--- config.mk ---
export PLATFORM = sky130hd
export DESIGN_NAME = region_page_occupancy_tracker
export DESIGN_NICKNAME = d
export VERILOG_FILES = /design/src/rpot_pkg.sv /design/src/rpot_ram.sv /design/src/rpot_ctrl.sv /design/src/rpot_datapath.sv /design/src/region_page_occupancy_tracker.sv
export SDC_FILE = /design/constraint.sdc
export NUM_CORES = 1
export LEC_CHECK = 0
export ABC_AREA = 1
export BUFFER_PORTS_ARGS = -buffer_cell sky130_fd_sc_hd__buf_2
export CORE_MARGIN = 8
export CORE_UTILIZATION = 50
export DETAILED_ROUTE_END_ITERATION = 16
export PLACE_DENSITY = 0.67
export SLEW_MARGIN = 10
export SYNTH_ARGS = -nofsm -noshare
export SYNTH_HDL_FRONTEND = slang
export SYNTH_SLANG_ARGS = --single-unit
--- constraint.sdc ---
create_clock -name clk -period 5.8 [get_ports clk]
set_input_delay 0 -clock clk [delete_from_list [all_inputs] [get_ports clk]]
set_output_delay 0 -clock clk [all_outputs]
set_load 0.05 [all_outputs]
--- src/rpot_pkg.sv ---
package rpot_pkg;

  localparam int PAGE_SHIFT         = 21;
  localparam int PAGES_PER_REGION   = 32;
  localparam int REGION_SHIFT       = 26;
  localparam int PAGE_FIELD_W       = REGION_SHIFT - PAGE_SHIFT;
  localparam int TAG_W              = 32 - REGION_SHIFT;
  localparam int MAP_W              = 32;
  localparam int SIZE_W             = 27;
  localparam int REGION_ENTRIES_DEF = 16;

  localparam logic [SIZE_W-1:0] SIZE_LIMIT = SIZE_W'(1 << REGION_SHIFT);

  localparam logic [2:0] ST_OK           = 3'd0;
  localparam logic [2:0] ST_IN_USE       = 3'd1;
  localparam logic [2:0] ST_NOT_FOUND    = 3'd2;
  localparam logic [2:0] ST_ALREADY_FREE = 3'd3;
  localparam logic [2:0] ST_FULL         = 3'd4;

  localparam logic FUNC_ADD = 1'b0;
  localparam logic FUNC_DEL = 1'b1;

  typedef struct packed {
    logic capture;
    logic scan_step;
    logic update;
  } cmd_t;

  typedef struct packed {
    logic scan_done;
  } sts_t;

  // pages from round-up of offset, spanning size rounded up to pages
  function automatic logic [MAP_W-1:0] build_mask(
    input logic [REGION_SHIFT-1:0] offset,
    input logic [SIZE_W-1:0]       size
  );
    logic [PAGE_FIELD_W:0]   first;
    logic [PAGE_FIELD_W:0]   count;
    logic [PAGE_FIELD_W+1:0] stop;
    logic [MAP_W-1:0]        mask;
    first = {1'b0, offset[REGION_SHIFT-1:PAGE_SHIFT]}
          + (PAGE_FIELD_W+1)'(|offset[PAGE_SHIFT-1:0]);
    if (size >= SIZE_LIMIT) begin
      count = (PAGE_FIELD_W+1)'(PAGES_PER_REGION);
    end else begin
      count = {1'b0, size[REGION_SHIFT-1:PAGE_SHIFT]}
            + (PAGE_FIELD_W+1)'(|size[PAGE_SHIFT-1:0]);
    end
    stop = {1'b0, first} + {1'b0, count};
    for (int i = 0; i < MAP_W; i++) begin
      mask[i] = ((PAGE_FIELD_W+2)'(i) >= {1'b0, first}) && ((PAGE_FIELD_W+2)'(i) < stop);
    end
    return mask;
  endfunction

endpackage

--- src/rpot_ram.sv ---
module rpot_ram
  #(
    parameter int WIDTH = 8,
    parameter int DEPTH = 16,
    parameter int ADDR_W = (DEPTH > 1) ? $clog2(DEPTH) : 1
  )
  (
    input  logic              clk,
    input  logic              we,
    input  logic [ADDR_W-1:0] waddr,
    input  logic [WIDTH-1:0]  wdata,
    input  logic [ADDR_W-1:0] raddr,
    output logic [WIDTH-1:0]  rdata
  );

  logic [WIDTH-1:0] mem [DEPTH];

  always_ff @(posedge clk) begin
    if (we) begin
      mem[waddr] <= wdata;
    end
    rdata <= mem[raddr];
  end

endmodule

--- src/rpot_ctrl.sv ---
module rpot_ctrl
  import rpot_pkg::*;
  (
    input  logic clk,
    input  logic rst,
    input  logic in_valid,
    output logic in_ready,
    output logic out_valid,
    input  logic out_ready,
    input  sts_t sts,
    output cmd_t cmd
  );

  typedef enum logic [3:0] {
    S_IDLE   = 4'b0001,
    S_SCAN   = 4'b0010,
    S_UPDATE = 4'b0100,
    S_OUT    = 4'b1000
  } state_t;

  state_t state;
  state_t state_next;

  always_comb begin
    state_next    = state;
    cmd.capture   = 1'b0;
    cmd.scan_step = 1'b0;
    cmd.update    = 1'b0;
    case (state)
      S_IDLE: begin
        if (in_valid) begin
          cmd.capture = 1'b1;
          state_next  = S_SCAN;
        end
      end
      S_SCAN: begin
        if (sts.scan_done) begin
          state_next = S_UPDATE;
        end else begin
          cmd.scan_step = 1'b1;
        end
      end
      S_UPDATE: begin
        cmd.update = 1'b1;
        state_next = S_OUT;
      end
      S_OUT: begin
        if (out_ready) begin
          state_next = S_IDLE;
        end
      end
      default: state_next = S_IDLE;
    endcase
  end

  always_ff @(posedge clk) begin
    if (rst) begin
      state <= S_IDLE;
    end else begin
      state <= state_next;
    end
  end

  assign in_ready  = (state == S_IDLE);
  assign out_valid = (state == S_OUT);

endmodule

--- src/rpot_datapath.sv ---
module rpot_datapath
  import rpot_pkg::*;
  #(
    parameter int REGION_ENTRIES = REGION_ENTRIES_DEF
  )
  (
    input  logic              clk,
    input  logic              rst,
    input  cmd_t              cmd,
    output sts_t              sts,
    input  logic              func,
    input  logic [31:0]       address,
    input  logic [SIZE_W-1:0] byte_size,
    output logic [2:0]        status,
    output logic [MAP_W-1:0]  page_mask,
    output logic [MAP_W-1:0]  region_map
  );

  localparam int IDX_W = (REGION_ENTRIES > 1) ? $clog2(REGION_ENTRIES) : 1;
  localparam int ENT_W = TAG_W + MAP_W;
  localparam logic [IDX_W-1:0] LAST = IDX_W'(REGION_ENTRIES - 1);

  logic                      cap_func;
  logic [TAG_W-1:0]          cap_tag;
  logic [MAP_W-1:0]          cap_mask;
  logic [IDX_W-1:0]          scan_idx;
  logic [IDX_W-1:0]          rd_idx;
  logic                      pend;
  logic                      hit;
  logic [IDX_W-1:0]          hit_idx;
  logic [MAP_W-1:0]          hit_map;
  logic                      free_found;
  logic [IDX_W-1:0]          free_idx;
  logic [REGION_ENTRIES-1:0] valid;

  logic [ENT_W-1:0] rdata;
  logic [TAG_W-1:0] rd_tag;
  logic [MAP_W-1:0] rd_map;

  logic [IDX_W-1:0] ent;
  logic [MAP_W-1:0] cur_map;
  logic [MAP_W-1:0] new_map;
  logic [MAP_W-1:0] map_out;
  logic [2:0]       st;
  logic             wr_en;
  logic             v_set;
  logic             v_clr;

  assign rd_tag = rdata[ENT_W-1:MAP_W];
  assign rd_map = rdata[MAP_W-1:0];

  rpot_ram #(
    .WIDTH (ENT_W),
    .DEPTH (REGION_ENTRIES),
    .ADDR_W(IDX_W)
  ) u_ram (
    .clk  (clk),
    .we   (wr_en),
    .waddr(ent),
    .wdata({cap_tag, new_map}),
    .raddr(scan_idx),
    .rdata(rdata)
  );

  assign sts.scan_done = pend && (rd_idx == LAST);

  // capture, then scan one entry a cycle against the registered read data
  always_ff @(posedge clk) begin
    if (rst) begin
      pend       <= 1'b0;
      hit        <= 1'b0;
      free_found <= 1'b0;
      scan_idx   <= '0;
    end else begin
      pend <= cmd.scan_step;
      if (cmd.capture) begin
        scan_idx   <= '0;
        hit        <= 1'b0;
        free_found <= 1'b0;
      end else begin
        if (cmd.scan_step) begin
          scan_idx <= scan_idx + IDX_W'(1);
        end
        if (pend) begin
          if (valid[rd_idx] && (rd_tag == cap_tag) && !hit) begin
            hit <= 1'b1;
          end
          if (!valid[rd_idx] && !free_found) begin
            free_found <= 1'b1;
          end
        end
      end
    end
  end

  always_ff @(posedge clk) begin
    if (cmd.capture) begin
      cap_func <= func;
      cap_tag  <= address[31:REGION_SHIFT];
      cap_mask <= build_mask(address[REGION_SHIFT-1:0], byte_size);
    end
    if (cmd.scan_step) begin
      rd_idx <= scan_idx;
    end
    if (pend && !cmd.capture) begin
      if (valid[rd_idx] && (rd_tag == cap_tag) && !hit) begin
        hit_idx <= rd_idx;
        hit_map <= rd_map;
      end
      if (!valid[rd_idx] && !free_found) begin
        free_idx <= rd_idx;
      end
    end
  end

  assign ent     = hit ? hit_idx : free_idx;
  assign cur_map = hit ? hit_map : '0;

  always_comb begin
    wr_en   = 1'b0;
    v_set   = 1'b0;
    v_clr   = 1'b0;
    new_map = cur_map;
    map_out = '0;
    st      = ST_OK;
    if (cap_func == FUNC_ADD) begin
      if (!hit && !free_found) begin
        st = ST_FULL;
      end else if ((cur_map & cap_mask) != '0) begin
        st      = ST_IN_USE;
        map_out = cur_map;
      end else begin
        new_map = cur_map | cap_mask;
        map_out = new_map;
        wr_en   = cmd.update;
        v_set   = cmd.update;
      end
    end else begin
      if (!hit) begin
        st = ST_NOT_FOUND;
      end else if ((cur_map & cap_mask) == '0) begin
        st      = ST_ALREADY_FREE;
        map_out = cur_map;
      end else begin
        new_map = cur_map & ~cap_mask;
        map_out = new_map;
        wr_en   = cmd.update;
        // entry is released once its map is empty
        v_clr   = cmd.update && (new_map == '0);
      end
    end
  end

  always_ff @(posedge clk) begin
    if (rst) begin
      valid <= '0;
    end else if (v_clr) begin
      valid[ent] <= 1'b0;
    end else if (v_set) begin
      valid[ent] <= 1'b1;
    end
  end

  always_ff @(posedge clk) begin
    if (cmd.update) begin
      status     <= st;
      page_mask  <= cap_mask;
      region_map <= map_out;
    end
  end

endmodule

--- src/region_page_occupancy_tracker.sv ---
// an accepted item is captured, every table entry is scanned, then the result is registered and held until taken
// the tag scan reads one table entry per cycle through the single ram read port
// in_ready only while idle, so a new item is not taken until the last result is taken
// the next item is taken the cycle after the result is taken
// reset (rst, synchronous) returns to idle and clears all entry valid bits
module region_page_occupancy_tracker
  import rpot_pkg::*;
  #(
    parameter int REGION_ENTRIES = REGION_ENTRIES_DEF
  )
  (
    input  logic              clk,
    input  logic              rst,
    input  logic              in_valid,
    output logic              in_ready,
    input  logic              func,
    input  logic [31:0]       address,
    input  logic [SIZE_W-1:0] byte_size,
    output logic              out_valid,
    input  logic              out_ready,
    output logic [2:0]        status,
    output logic [MAP_W-1:0]  page_mask,
    output logic [MAP_W-1:0]  region_map
  );

  cmd_t cmd;
  sts_t sts;

  rpot_ctrl u_ctrl (
    .clk      (clk),
    .rst      (rst),
    .in_valid (in_valid),
    .in_ready (in_ready),
    .out_valid(out_valid),
    .out_ready(out_ready),
    .sts      (sts),
    .cmd      (cmd)
  );

  rpot_datapath #(
    .REGION_ENTRIES(REGION_ENTRIES)
  ) u_datapath (
    .clk       (clk),
    .rst       (rst),
    .cmd       (cmd),
    .sts       (sts),
    .func      (func),
    .address   (address),
    .byte_size (byte_size),
    .status    (status),
    .page_mask (page_mask),
    .region_map(region_map)
  );

endmodule

==> metrics.txt, run 1 <==
clock buffer depth=3; sequential area share after synthesis=0.724; hold_buf cts=11; PwrDens=323 nW/um^2; syn avg cell area=13.2 um^2; CTS tree=done; clk_skew=0.0263 ns; CP delay by family, top=simple AND/OR/NAND/NOR gates; maximum VDD drop=0.000193 V; Syn-to-layout area delta=13.8%; post-CTS setup buffer count=0; pin count of the biggest net entering global routing=152; minimum clock period=4.34 ns; commonest cells after routing, fill and taps aside=758 x edfxtp_1, 322 x nor2_1, 278 x o21ai_0, 209 x nand2_1, 135 x nand3_1; die height=274 um; htree depth=3; CP Class=flip-flop to flip-flop; clock latency on the worst-skew pair=0.64 ns; Slew HR=0.281; main flop type after synthesis=edfxtp_1; share of post-route cells with drive strength above 1=0.137; Fin. Hold Viols=0; final slew viol count=0; num ports=133; average wire per standard cell=~24 um; WHS Path Cells=5; CTS root buffer=clkbuf_16; most common cell after layout, fill and taps aside=edfxtp_1; initial antenna violation count=4; Final Net Count=about 2.7k; Vias/cell=6.00; Async S/R FF share, synth=0; Worst-path clk slew=around 0.060 ns; Slowest-stage cell, CP=dfxtp_4; Yosys top cell by area=edfxtp_1; Initial Utilization=0.505; CTS Buf Count=83; worst-path maximum fanout=slightly below 100; peak per-stage delay on the critical path=1.00 ns; largest cells by area after synthesis=edfxtp_1 69%, o21ai_0 4.2%, dfxtp_1 3.9%; CP endpoint kind=flip-flop; DR vias=around 22k; R2R depth=6; initial drt markers=2338; first-pass GRT wire length=128 mm; Finished Core Util=0.575; Site Rows=94; Leak=about 12 nW; die width=274 um; CP Depth=6; aggregate global-route resource usage=0.225; core footprint=around 66000 um^2; HP Class=primary input to flip-flop; die area=75000 um^2; fmax=0.231 GHz; number of synthesized flops with an enable pin=between 700 and 800; synthesized cell area=33200 um^2; gpl congestion=0.915; crit-path cells=inv_2, nor3_4, nand2_1, buf_4, a21boi_4, buf_4; Final ANT Viol Nets=0; total grt overflow=0; # resized after CTS=0; # fillers=5127; final WL=approximately 86 mm; syn_nets=around 2.6k; fin crit share=0.748; crit path DAT=~4.6 ns; Yosys top cell area share=0.685; DRT Pass-1 Iters=6; number of global-route vias before repair=~20k; port bufs=132; total of warnings raised by yosys=0; setup TNS=0 ns; flop and latch count out of synthesis=823; outcome=completed; DP HPWL=50.8 mm; RSZ-0062 raised after global routing=no; DRC errors left=0; Max Cap Viol=0; Most common cell on crit path=buf_4; CP Data Required Time=about 6.1 ns; Netlist cell types=41; startpoint types=flip-flop; Sink Count=823; Buf/Inv on CP=3; setup violators final=0; Mapped Cells=about 2.5k; worst-margin pin slew=1.07 ns
## through the flow
stage	power, mW	setup WS (ns)	area (um^2)	instances	hold WS (ns)
5_1_grt	12.6	1.21	37800	3593	0.0903
3_3_place_gp	7.12	1.61	35000	3431	0.181
2_1_floorplan	6.94	1.10	33200	2523	0.0691
6_report	12.2	1.46	37800	3594	0.0765
3_5_place_dp	7.13	1.49	35000	3431	0.182
4_1_cts	12.3	1.47	37800	3592	0.0357
## synthesized netlist by cell type, drive strengths merged (2+ instances only)
| library cell | instances |
|---|---|
| edfxtp | 758 |
| nor2 | 324 |
| o21ai | 283 |
| nand2 | 209 |
| nand3 | 145 |
| inv | 117 |
| mux2i | 109 |
| o221ai | 109 |
| clkbuf | 101 |
| a21oi | 67 |
| dfxtp | 65 |
| buf | 49 |
| o211ai | 40 |
| o32ai | 37 |
| nand4 | 23 |
| a21boi | 19 |
| nor3 | 13 |
| ha | 11 |
| nor4 | 11 |
| o22ai | 7 |
| or2 | 5 |
| xor2 | 5 |
| a31oi | 4 |
| xnor2 | 3 |
| a211oi | 2 |
| clkinv | 2 |
| or3b | 2 |
## cells by family after synthesis
| family | count (synthesis) | share of synthesized area |
|---|---|---|
| flip-flops | 823 | 0.724 |
| AND/OR/NAND/NOR | 732 | 0.0938 |
| AO/OA/AOI/OAI | 570 | 0.109 |
| buffers and inverters | 269 | 0.0333 |
| multiplexers | 109 | 0.0328 |
| adder cells (fa/ha/maj) | 12 | 0.00474 |
| XOR/XNOR | 8 | 0.00211 |
## report_power, final
part,switching (mW),internal [mW]
sequential,0.0783,6.49
clock,2.23,2.96
combinational,0.317,0.129
total,2.62,9.58
## final cells by class
type / count / area (um^2) / share of cell area
flip-flops and latches: 823 / 24100 / 0.637
multi-input cells: 1431 / 8250 / 0.218
clock buffers: 108 / 2230 / 0.0590
repair buffers: 205 / 1290 / 0.0340
well taps: 864 / 1080 / 0.0286
inverters: 119 / 452 / 0.0119
clock inverters: 42 / 428 / 0.0113
diodes: 2 / 5.00 / 0.000132
## worst min-delay path, stage by stage
cell	delay, ns
buf_2	0.09
ha_1	0.22
nand2_1	0.10
nand2_1	0.07
a21oi_1	0.04
## registers in the layout (all words and copies together), names as in the netlist, named ones only
name,cells
u_datapath.u_ram.mem,608
u_datapath.cap_mask,32
u_datapath.scan_idx,4
u_datapath.page_mask,32
u_datapath.u_ram.rdata,38
u_datapath.hit,1
u_datapath.pend,1
u_datapath.status,3
u_datapath.rd_idx,4
u_datapath.hit_idx,4
u_datapath.region_map,32
u_ctrl.state,4
u_datapath.free_found,1
u_datapath.hit_map,32
u_datapath.cap_tag,6
u_datapath.cap_func,1
u_datapath.free_idx,4
## routing by layer
| metal | part of all wire | global-route usage |
|---|---|---|
| met1 | 0.42 | 0.316 |
| met3 | 0.083 | 0.0350 |
| met5 | 0 | 0 |
| met4 | 0.030 | 0.0827 |
| met2 | 0.47 | 0.353 |
## final timing paths
| path | endpoint | slack (ns) | from |
|---|---|---|---|
| max | u_datapath.u_ram.mem[5][35] | 1.46 | u_datapath.hit |
| min | u_datapath.cap_mask[6] | 0.08 | address[21] |
| max reg2reg | u_datapath.u_ram.mem[5][35] | 1.46 | u_datapath.hit |
| min reg2reg | u_datapath.hit_map[24] | 0.40 | u_datapath.u_ram.rdata[24] |
No activity file was read; power rests on OpenSTA's default activity.
==> run 2, diff against run 1 <==
- ABC_AREA: 1 -> 0
- PLACE_DENSITY: 0.67 -> 0.69
- clock period: 5.8 -> 3.7 ns (I/O delays scaled with it)
==> metrics.txt, run 2 <==
Final Net Count=1993; clock latency on the worst-skew pair=~0.63 ns; synthesized cell area=around 32000 um^2; total grt overflow=0; DP HPWL=47.0 mm; port bufs=132; crit path DAT=3.68 ns; Yosys top cell by area=edfxtp_1; post-route insts no fill=2835; startpoint types=flip-flop; Post-DP Area=34800 um^2; setup violators final=0; Fin. Hold Viols=0; CP endpoint kind=flip-flop; initial drt markers=roughly 1.8k; fmax=0.295 GHz; diode count=0; Reg2Reg Setup Slack=0.31 ns; commonest cells after routing, fill and taps aside=758 x edfxtp_1, 194 x mux4_2, 132 x buf_2, 96 x buf_4, 94 x a21oi_1; Top reg by flops=u_datapath.u_ram.mem; total of warnings raised by yosys=0; gpl congestion=0.958; main flop type after synthesis=edfxtp_1; Mapped Cells=1652; number of global-route vias before repair=17.3k; PwrDens=525 nW/um^2; CP Class=flip-flop to flip-flop; Max Cap Viol=0; DR vias=17.3k; Syn-to-layout area delta=17.5%; syn_nets=1728; FF-to-FF End=u_datapath.u_ram.mem[4][19]; CP startpoint=u_datapath.hit_map[2]; final cell area excluding filler cells=37700 um^2; maximum VDD drop=0.000349 V; Finished Core Util=0.590; R2R depth=7; worst-path maximum fanout=25; syn avg cell area=around 19 um^2; # resized after CTS=0; final slew viol count=0; number of synthesized flops with an enable pin=758; Site Rows=between 90 and 100; HP Class=primary input to flip-flop; DRC errors left=0; Top Registers=u_datapath.u_ram.mem: 608 flops, u_datapath.u_ram.rdata: 38 flops; Slew HR=0.180; outcome=completed; first-pass GRT wire length=115 mm; final WL=between 70 and 80 mm; clock buffer depth=3; htree depth=3; post-CTS setup buffer count=0; CP Data Required Time=3.99 ns; Reg2Reg Launch Point=u_datapath.hit_map[2]; aggregate global-route resource usage=0.211; Final ANT Viol Nets=0; CTS tree=done; sequential area share after synthesis=0.751; initial antenna violation count=1; Largest register FFs=608; Sink Count=823; num ports=between 100 and 150; core footprint=about 64000 um^2; die width=269 um; hold_buf cts=13; Leak=12.5 nW; minimum clock period=3.39 ns; worst-margin pin slew=1.23 ns; fin crit share=0.916; die height=269 um; Worst-path clk slew=0.07 ns; DRT Pass-1 Iters=5; flop and latch count out of synthesis=823; Placed Cells incl. Taps=2677; Async S/R FF share, synth=0; setup TNS=0 ns; CTS Buf Count=80; Yosys top cell area share=0.710; Vias/cell=6.10; clk_skew=0.0257 ns; pin count of the biggest net entering global routing=roughly 60; most common cell after layout, fill and taps aside=edfxtp_1; count leader, synth=edfxtp_1; CP endpoint=u_datapath.u_ram.mem[4][19]; Tot Pwr=slightly below 20 mW; average wire per standard cell=27.6 um; Initial Utilization=0.502; RSZ-0062 raised after global routing=no; most frequent cells after synthesis=758 x edfxtp_1, 194 x mux4_2, 94 x a21oi_1; largest cells by area after synthesis=edfxtp_1 71%, mux4_2 14%, dfxtp_1 4.1%; die area=72500 um^2; CTS root buffer=clkbuf_16; Netlist cell types=63; share of post-route cells with drive strength above 1=0.309
==> run 2: worst min-delay path by stage <==
stage | start | endpoint | slack [ns] | cells past startpoint
after global placement | address[29] | u_datapath.cap_tag[3] | 0.18 | 1
after detailed placement | address[27] | u_datapath.cap_tag[1] | 0.18 | 1
after floorplan | func | u_datapath.cap_func | 0.1 | 0
final | address[21] | u_datapath.cap_mask[28] | 0.07 | 4
after CTS | address[21] | u_datapath.cap_mask[28] | 0.03 | 4
after global routing | address[21] | u_datapath.cap_mask[28] | 0.07 | 4
==> run 2: layer usage <==
| metal | part of all wire | vias up | wire length (um) | GRT usage |
|---|---|---|---|---|
| li1 | - | 7353 | - | - |
| met1 | 0.41 | 8966 | 32000 | 0.294 |
| met2 | 0.48 | 850 | 37300 | 0.335 |
| met3 | 0.081 | 132 | 6290 | 0.0402 |
| met4 | 0.032 | 0 | 2520 | 0.0733 |
| met5 | 0 | - | 0 | 0 |
==> run 2: kinds of logic (layout without fill, tap and decap cells) <==
| logic type | count (synthesis) | after routing | share of synthesized area |
|---|---|---|---|
| buf+inv | 127 | 455 | 0.0161 |
| xor+xnor | 18 | 18 | 0.00492 |
| flops | 823 | 823 | 0.751 |
| mux | 199 | 199 | 0.138 |
| simple gates | 222 | 222 | 0.0342 |
| compound gates | 251 | 251 | 0.0510 |
| fa+ha+maj | 12 | 12 | 0.00492 |
==> run 2: per-stage QoR <==
| stage | setup slack, ns | hold slack, ns |
|---|---|---|
| 3_3_place_gp | -0.0820 | 0.177 |
| 6_report | 0.309 | 0.0718 |
| 2_1_floorplan | -1.19 | 0.0989 |
| 4_1_cts | 0.326 | 0.0346 |
| 3_5_place_dp | -0.0949 | 0.179 |
| 5_1_grt | 0.221 | 0.0683 |
==> run 2: cell type report <==
class / count / area [um^2]
fillers: 4525 / 26200
flip-flops and latches: 823 / 24100
multi-input cells: 702 / 7650
clock buffers: 105 / 2180
repair buffers: 264 / 1970
well taps: 855 / 1070
clock inverters: 40 / 538
inverters: 46 / 174
==> run 2: where the power goes <==
group | switching, mW | total, mW | internal [mW]
clock | 3.43 | 8.37 | 4.95
sequential | 0.163 | 10.4 | 10.2
combinational | 0.574 | 1.01 | 0.436
total | 4.16 | 19.8 | 15.6
==> run 2: critical path, stage by stage (launching register included) <==
cell,delay (ns)
edfxtp_1,0.49
a22o_1,0.29
a221oi_1,0.50
nand4_1,0.32
o21ai_4,0.25
mux2_4,0.51
nor2_4,0.37
buf_12,0.30
